### src/rtl/assert_macros.svh
// ---------------------------------------------------------------------------
// assert_macros.svh
// Concurrent assertion wrappers on clk/rst for the transform block.
// ---------------------------------------------------------------------------
`ifndef ASSERT_MACROS_SVH
`define ASSERT_MACROS_SVH

`ifndef NO_ASSERTIONS
// Checked outside reset.
`define AST_CHK(lbl, prop, msg) \
  lbl: assert property (@(posedge clk) disable iff (rst) prop) else $error(msg);
// Checked at every edge, reset included.
`define AST_ALWAYS(lbl, prop, msg) \
  lbl: assert property (@(posedge clk) prop) else $error(msg);
`else
`define AST_CHK(lbl, prop, msg)
`define AST_ALWAYS(lbl, prop, msg)
`endif

`endif

### src/rtl/mvt_pkg.sv
// ---------------------------------------------------------------------------
// mvt_pkg
// Shared types and constants for the 4x4 matrix-vector transform.
// ---------------------------------------------------------------------------
package mvt_pkg;

  localparam int DATA_W         = 32;  // width of every payload word
  localparam int LANES          = 4;   // one lane per matrix row
  localparam int WORD_WIDTH_DEF = 32;
  localparam int FRAC_BITS_DEF  = 16;

  typedef enum logic {
    MODE_LOAD      = 1'b0,
    MODE_TRANSFORM = 1'b1
  } mode_t;

  typedef struct packed {
    mode_t                     mode;
    logic [1:0]                row;
    logic [1:0]                col;
    logic signed [DATA_W-1:0]  elem_value;
    logic signed [DATA_W-1:0]  vec_x;
    logic signed [DATA_W-1:0]  vec_y;
    logic signed [DATA_W-1:0]  vec_z;
    logic signed [DATA_W-1:0]  vec_w;
  } req_item_t;

  typedef struct packed {
    logic signed [DATA_W-1:0]  res_x;
    logic signed [DATA_W-1:0]  res_y;
    logic signed [DATA_W-1:0]  res_z;
    logic signed [DATA_W-1:0]  res_w;
    logic                      overflow;
  } rsp_item_t;

  // Stage load enables handed to every lane.
  typedef struct packed {
    logic ld1;
    logic ld2;
    logic ld3;
  } stage_ctl_t;

endpackage

### src/rtl/mvt_if.sv


interface mvt_rsp_if;
  logic                valid;
  logic                ready;
  mvt_pkg::rsp_item_t  data;

  modport source (output valid, output data, input ready);
  modport sink   (input valid, input data, output ready);
endinterface

### src/rtl/mvt_merge.sv
// ---------------------------------------------------------------------------
// mvt_merge
// Collects the four lane results and the combined flag into the output item.
// ---------------------------------------------------------------------------
module mvt_merge #(
  parameter int WORD_WIDTH = mvt_pkg::WORD_WIDTH_DEF
) (
  input  logic                          clk,
  input  logic                          rst,
  input  logic                          take,      // output register free
  input  logic                          lane_vld,  // lane stage 3 holds an item
  input  logic signed [WORD_WIDTH-1:0]  lane_res [mvt_pkg::LANES],
  input  logic [mvt_pkg::LANES-1:0]     lane_sat,
  mvt_rsp_if.source                     rsp
);
  import mvt_pkg::*;

  always_ff @(posedge clk) begin
    if (rst) begin
      rsp.valid <= 1'b0;
    end else if (take) begin
      rsp.valid <= lane_vld;
    end
  end

  always_ff @(posedge clk) begin
    if (take && lane_vld) begin
      rsp.data.res_x    <= DATA_W'(lane_res[0]);
      rsp.data.res_y    <= DATA_W'(lane_res[1]);
      rsp.data.res_z    <= DATA_W'(lane_res[2]);
      rsp.data.res_w    <= DATA_W'(lane_res[3]);
      rsp.data.overflow <= |lane_sat;
    end
  end

endmodule

### src/flat_wrapper.sv
// flat-port wrapper written by rule: the top's interface ports become plain ports
module mvt_merge_flat import mvt_pkg::*;
#(
  parameter int WORD_WIDTH = mvt_pkg::WORD_WIDTH_DEF
)
  (clk, rst, take, lane_vld, lane_res, lane_sat, rsp_valid, rsp_data, rsp_ready);
  mvt_rsp_if rsp_i ();
  input  logic clk;
  input  logic rst;
  input  logic take;
  input  logic lane_vld;
  input  logic signed [WORD_WIDTH-1:0] lane_res[mvt_pkg::LANES];
  input  logic [mvt_pkg::LANES-1:0] lane_sat;
  output wire logic [$bits(rsp_i.valid)-1:0] rsp_valid;
  output wire logic [$bits(rsp_i.data)-1:0] rsp_data;
  input wire logic [$bits(rsp_i.ready)-1:0] rsp_ready;
  assign rsp_valid = rsp_i.valid;
  assign rsp_data = rsp_i.data;
  assign rsp_i.ready = rsp_ready;
  mvt_merge #(.WORD_WIDTH(WORD_WIDTH)) u_core (.clk(clk), .rst(rst), .take(take), .lane_vld(lane_vld), .lane_res(lane_res), .lane_sat(lane_sat), .rsp(rsp_i));
endmodule
### config.mk
export PLATFORM = sky130hd
export DESIGN_NAME = mvt_merge_flat
export DESIGN_NICKNAME = d
export VERILOG_FILES = /design/src/rtl/assert_macros.svh /design/src/rtl/mvt_pkg.sv /design/src/rtl/mvt_if.sv /design/src/rtl/mvt_merge.sv /design/src/flat_wrapper.sv
export SDC_FILE = /design/constraint.sdc
export NUM_CORES = 1
export LEC_CHECK = 0
export BUFFER_PORTS_ARGS = -buffer_cell sky130_fd_sc_hd__buf_2
export CAP_MARGIN = 15
export CORE_MARGIN = 10
export CORE_UTILIZATION = 35
export CTS_CLUSTER_SIZE = 16
export DETAILED_ROUTE_END_ITERATION = 16
export MAX_ROUTING_LAYER = met4
export PLACE_DENSITY = 0.69
export SLEW_MARGIN = 5
export SYNTH_ARGS = -nofsm -noshare
export SYNTH_HDL_FRONTEND = slang
export SYNTH_SLANG_ARGS = --single-unit
export TNS_END_PERCENT = 5
### constraint.sdc
create_clock -name clk -period 12.3 [get_ports clk]
set_clock_uncertainty 0.2 [all_clocks]
set_input_delay 1.23 -clock clk [delete_from_list [all_inputs] [get_ports clk]]
set_output_delay 1.23 -clock clk [all_outputs]
set_load 0.02 [all_outputs]
==> run_results.csv <==
group,metric,value,unit
outcome,outcome,"finished clean",
global_routing,grt_max_degree,67,
synthesis,synth_cell_types,6,
setup_path,rrSetupSlack,11.51,ns
routing,dr_total_vias,2446,
floorplan,die-width,126,um
setup_path,worstReg2RegStart,"u_core.rsp.valid",
synthesis,seq_area_frac_synth,99.3,%
run,max_cap_viol_count,0,
setup_path,r2r_cells,2,
synthesis,synth_top_area_cell,"edfxtp_1",
timing,grt_setup_unrepaired,"no",
pwr,seqPwrFrac,48.6,%
setup_path,crit_required,12.23,ns
placed_design,io_buffers,265,
setup_path,critPathBufInv,2,
clock_tree,hold_buffers,0,
setup_path,cpMaxStageDelayCell,"buf_4",
clock_tree,clk_pin_slew,0.05,ns
setup_path,crit_family,"buffers and inverters",
pwr,power_density,181,nW/um^2
setup_path,critPathLaunchType,"input port",
clock_tree,cts_root_buffer,"clkbuf_8",
clock_tree,cts_num_sinks,130,
timing,fin_crit_sh,24.0,%
clock_tree,clkLatencyLatePin,0.50,ns
floorplan,rows,38,
routing,wl_per_cell,19.7,um
hold_path,hold_path.class,"flop to flop",
synthesis,netlist_top_cells_area,"edfxtp_1, dfxtp_1, mux2i_1",
floorplan,die_h,126,um
pwr,switchingPower,237,uW
clock_tree,cts_max_path_buffers,2,
floorplan,core_area,10900,um^2
setup_path,cp.depth,3,
setup_path,arrival,2.88,ns
final_layout,drive_gt1_share,68.1,%
clock_tree,cts_resized,0,
setup_path,critPathMaxFanout,66,
synthesis,yosys_register_bits,130,
final_layout,nFillCells,884,
timing,final-max-slew-violation-count,0,
setup_path,path_cells,"buf_2 > and2_4 > buf_4",
final_layout,nets,556,
timing,setup_viol,0,
clock_tree,cts-buffers-inserted,17,
setup_path,r2r_end,"u_core.rsp.valid",
timing,layout_min_cycle_time,2.95,ns
floorplan,ios,267,
routing,drt-total-wl,11.3,mm
timing,relSlewSlack,43.6,%
global_routing,grtUsageTotal,14.2,%
pwr,leakage,2.56,nW
synthesis,yosysWarnings,0,
final_layout,utilization,55.0,%
pwr,combPwrFrac,9.0,%
synthesis,avgSynthCellArea,29.3,um^2
pwr,clkPwrFrac,42.4,%
floorplan,initial_core_util,36.0,%
floorplan,dieArea,15800,um^2
routing,vias_per_cell,4.27,
hold_path,whs_path_depth,2,
pwr,switching_share,21.8,%
placed_design,place_congestion,0.782,
synthesis,synthesis.area,3920,um^2
pwr,irDropWorstVdd,76.3,uV
setup_path,endpoint_kind,"flop",
pwr,intPower,849,uW
hold_path,min_to,"u_core.rsp.valid",
final_layout,syn_to_final_growth,52.7,%
routing,drt_iter0_drc,70,
routing,drc,0,
global_routing,grt_pass1_vias,2779,
final_layout,fin_cells,573,
timing,fmax,339,MHz
routing,final_antenna_net_count,0,
synthesis,syn_inst,134,
setup_path,worstSetupPathType,"input port to flop",
timing,worst_slew_pin_slew,0.845,ns
global_routing,grt_remaining_overflow,0,
clock_tree,htreeDepth,4,
timing,hold_viol,0,
hold_path,min-delay-start,"u_core.rsp.valid",
setup_path,crit_path_max_incr_delay,0.76,ns
clock_tree,post-cts-setup-buffers,0,
global_routing,antenna_found_initial,1,
clock_tree,cts_tree,"yes",
placed_design,dp_cells,540,
timing,fin_tns_setup,0,ns
synthesis,synth_nets,271,
global_routing,grt_first_pass_wirelength,16.1,mm
synthesis,yosysTopAreaCellShare,98.8,%
routing,dr.pass1.iters,4,
==> metal layers <==
metal  track usage (%)  share of wire (%)  vias to the layer above
li1                  -                  -                     1120
met1              14.1                 37                     1144
met2              22.5                 50                      171
met3              8.18                 12                       11
met4              5.76                1.1                        0
met5                 -                  0                        -
==> flip-flops by register name, indices dropped and copies added (netlist names) <==
name / count
u_core.rsp.valid: 1
u_core.rsp.data: 129
==> cells by family (layout without fill, tap and decap cells) <==
family / after synthesis / after routing / synth area share (%)
buf+inv: 0 / 298 / 0
flops: 130 / 130 / 99.3
simple gates: 3 / 3 / 0.447
mux: 1 / 1 / 0.255
other cells: 0 / 1 / 0
==> worst max path at each step <==
stage                     slack [ns]      from                    to
after floorplan                 7.41  lane_vld    u_core.rsp.data[0]
after global placement          8.89      take   u_core.rsp.data[57]
after detailed placement        8.82      take  u_core.rsp.data[109]
after CTS                       9.37      take   u_core.rsp.data[88]
after global routing            9.24      take   u_core.rsp.data[40]
final                           9.35      take  u_core.rsp.data[110]
==> worst reg2reg max path, stage by stage, from the launching register on <==
cell,delay [ns]
dfxtp_1,0.31
mux2i_1,0.12
nor2_1,0.05
==> area by class of cell <==
class                   count  area, um^2  share of cell area, %
diodes                      1        2.50                 0.0418
flip-flops and latches    130        3890                   65.0
repair buffers            266        1330                   22.3
multi-input cells           4        30.0                  0.501
well taps                 140         175                   2.92
clock buffers              27         502                   8.38
clock inverters             5        52.6                  0.877
==> cell usage in the layout, fill, tap and decap left out, drive strengths merged <==
cell | netlist | final
clkbuf | 0 | 27
mux2i | 1 | 1
or4 | 1 | 1
nor2 | 1 | 1
clkinvlp | 0 | 1
and2 | 1 | 1
buf | 0 | 266
dfxtp | 1 | 1
edfxtp | 129 | 129
clkinv | 0 | 3
bufinv | 0 | 1
diode | 0 | 1
==> Yosys cell counts <==
cell type	instances
mux2i_1	1
or4_1	1
dfxtp_1	1
and2_1	1
nor2_1	1
edfxtp_1	129
==> stage by stage <==
stage / hold slack (ns) / area, um^2 / setup WS, ns / power [mW]
CTS: 0.315 / 5990 / 9.37 / 1.10
detailed placement: 0.300 / 5430 / 8.82 / 0.637
floorplan: 0.379 / 3920 / 7.41 / 0.584
global placement: 0.276 / 5430 / 8.89 / 0.634
global route: 0.363 / 5990 / 9.24 / 1.13
finish: 0.315 / 5990 / 9.35 / 1.09
==> power groups by stage <==
stage / logic, mW / clock network, mW / registers (mW)
detailed placement: 0.100 / 0 / 0.537
global route: 0.105 / 0.494 / 0.530
CTS: 0.100 / 0.475 / 0.528
global placement: 0.0981 / 0 / 0.536
floorplan: 0.00616 / 0 / 0.578
finish: 0.0980 / 0.460 / 0.528
Note: power is estimated with default switching activity, not from simulation.
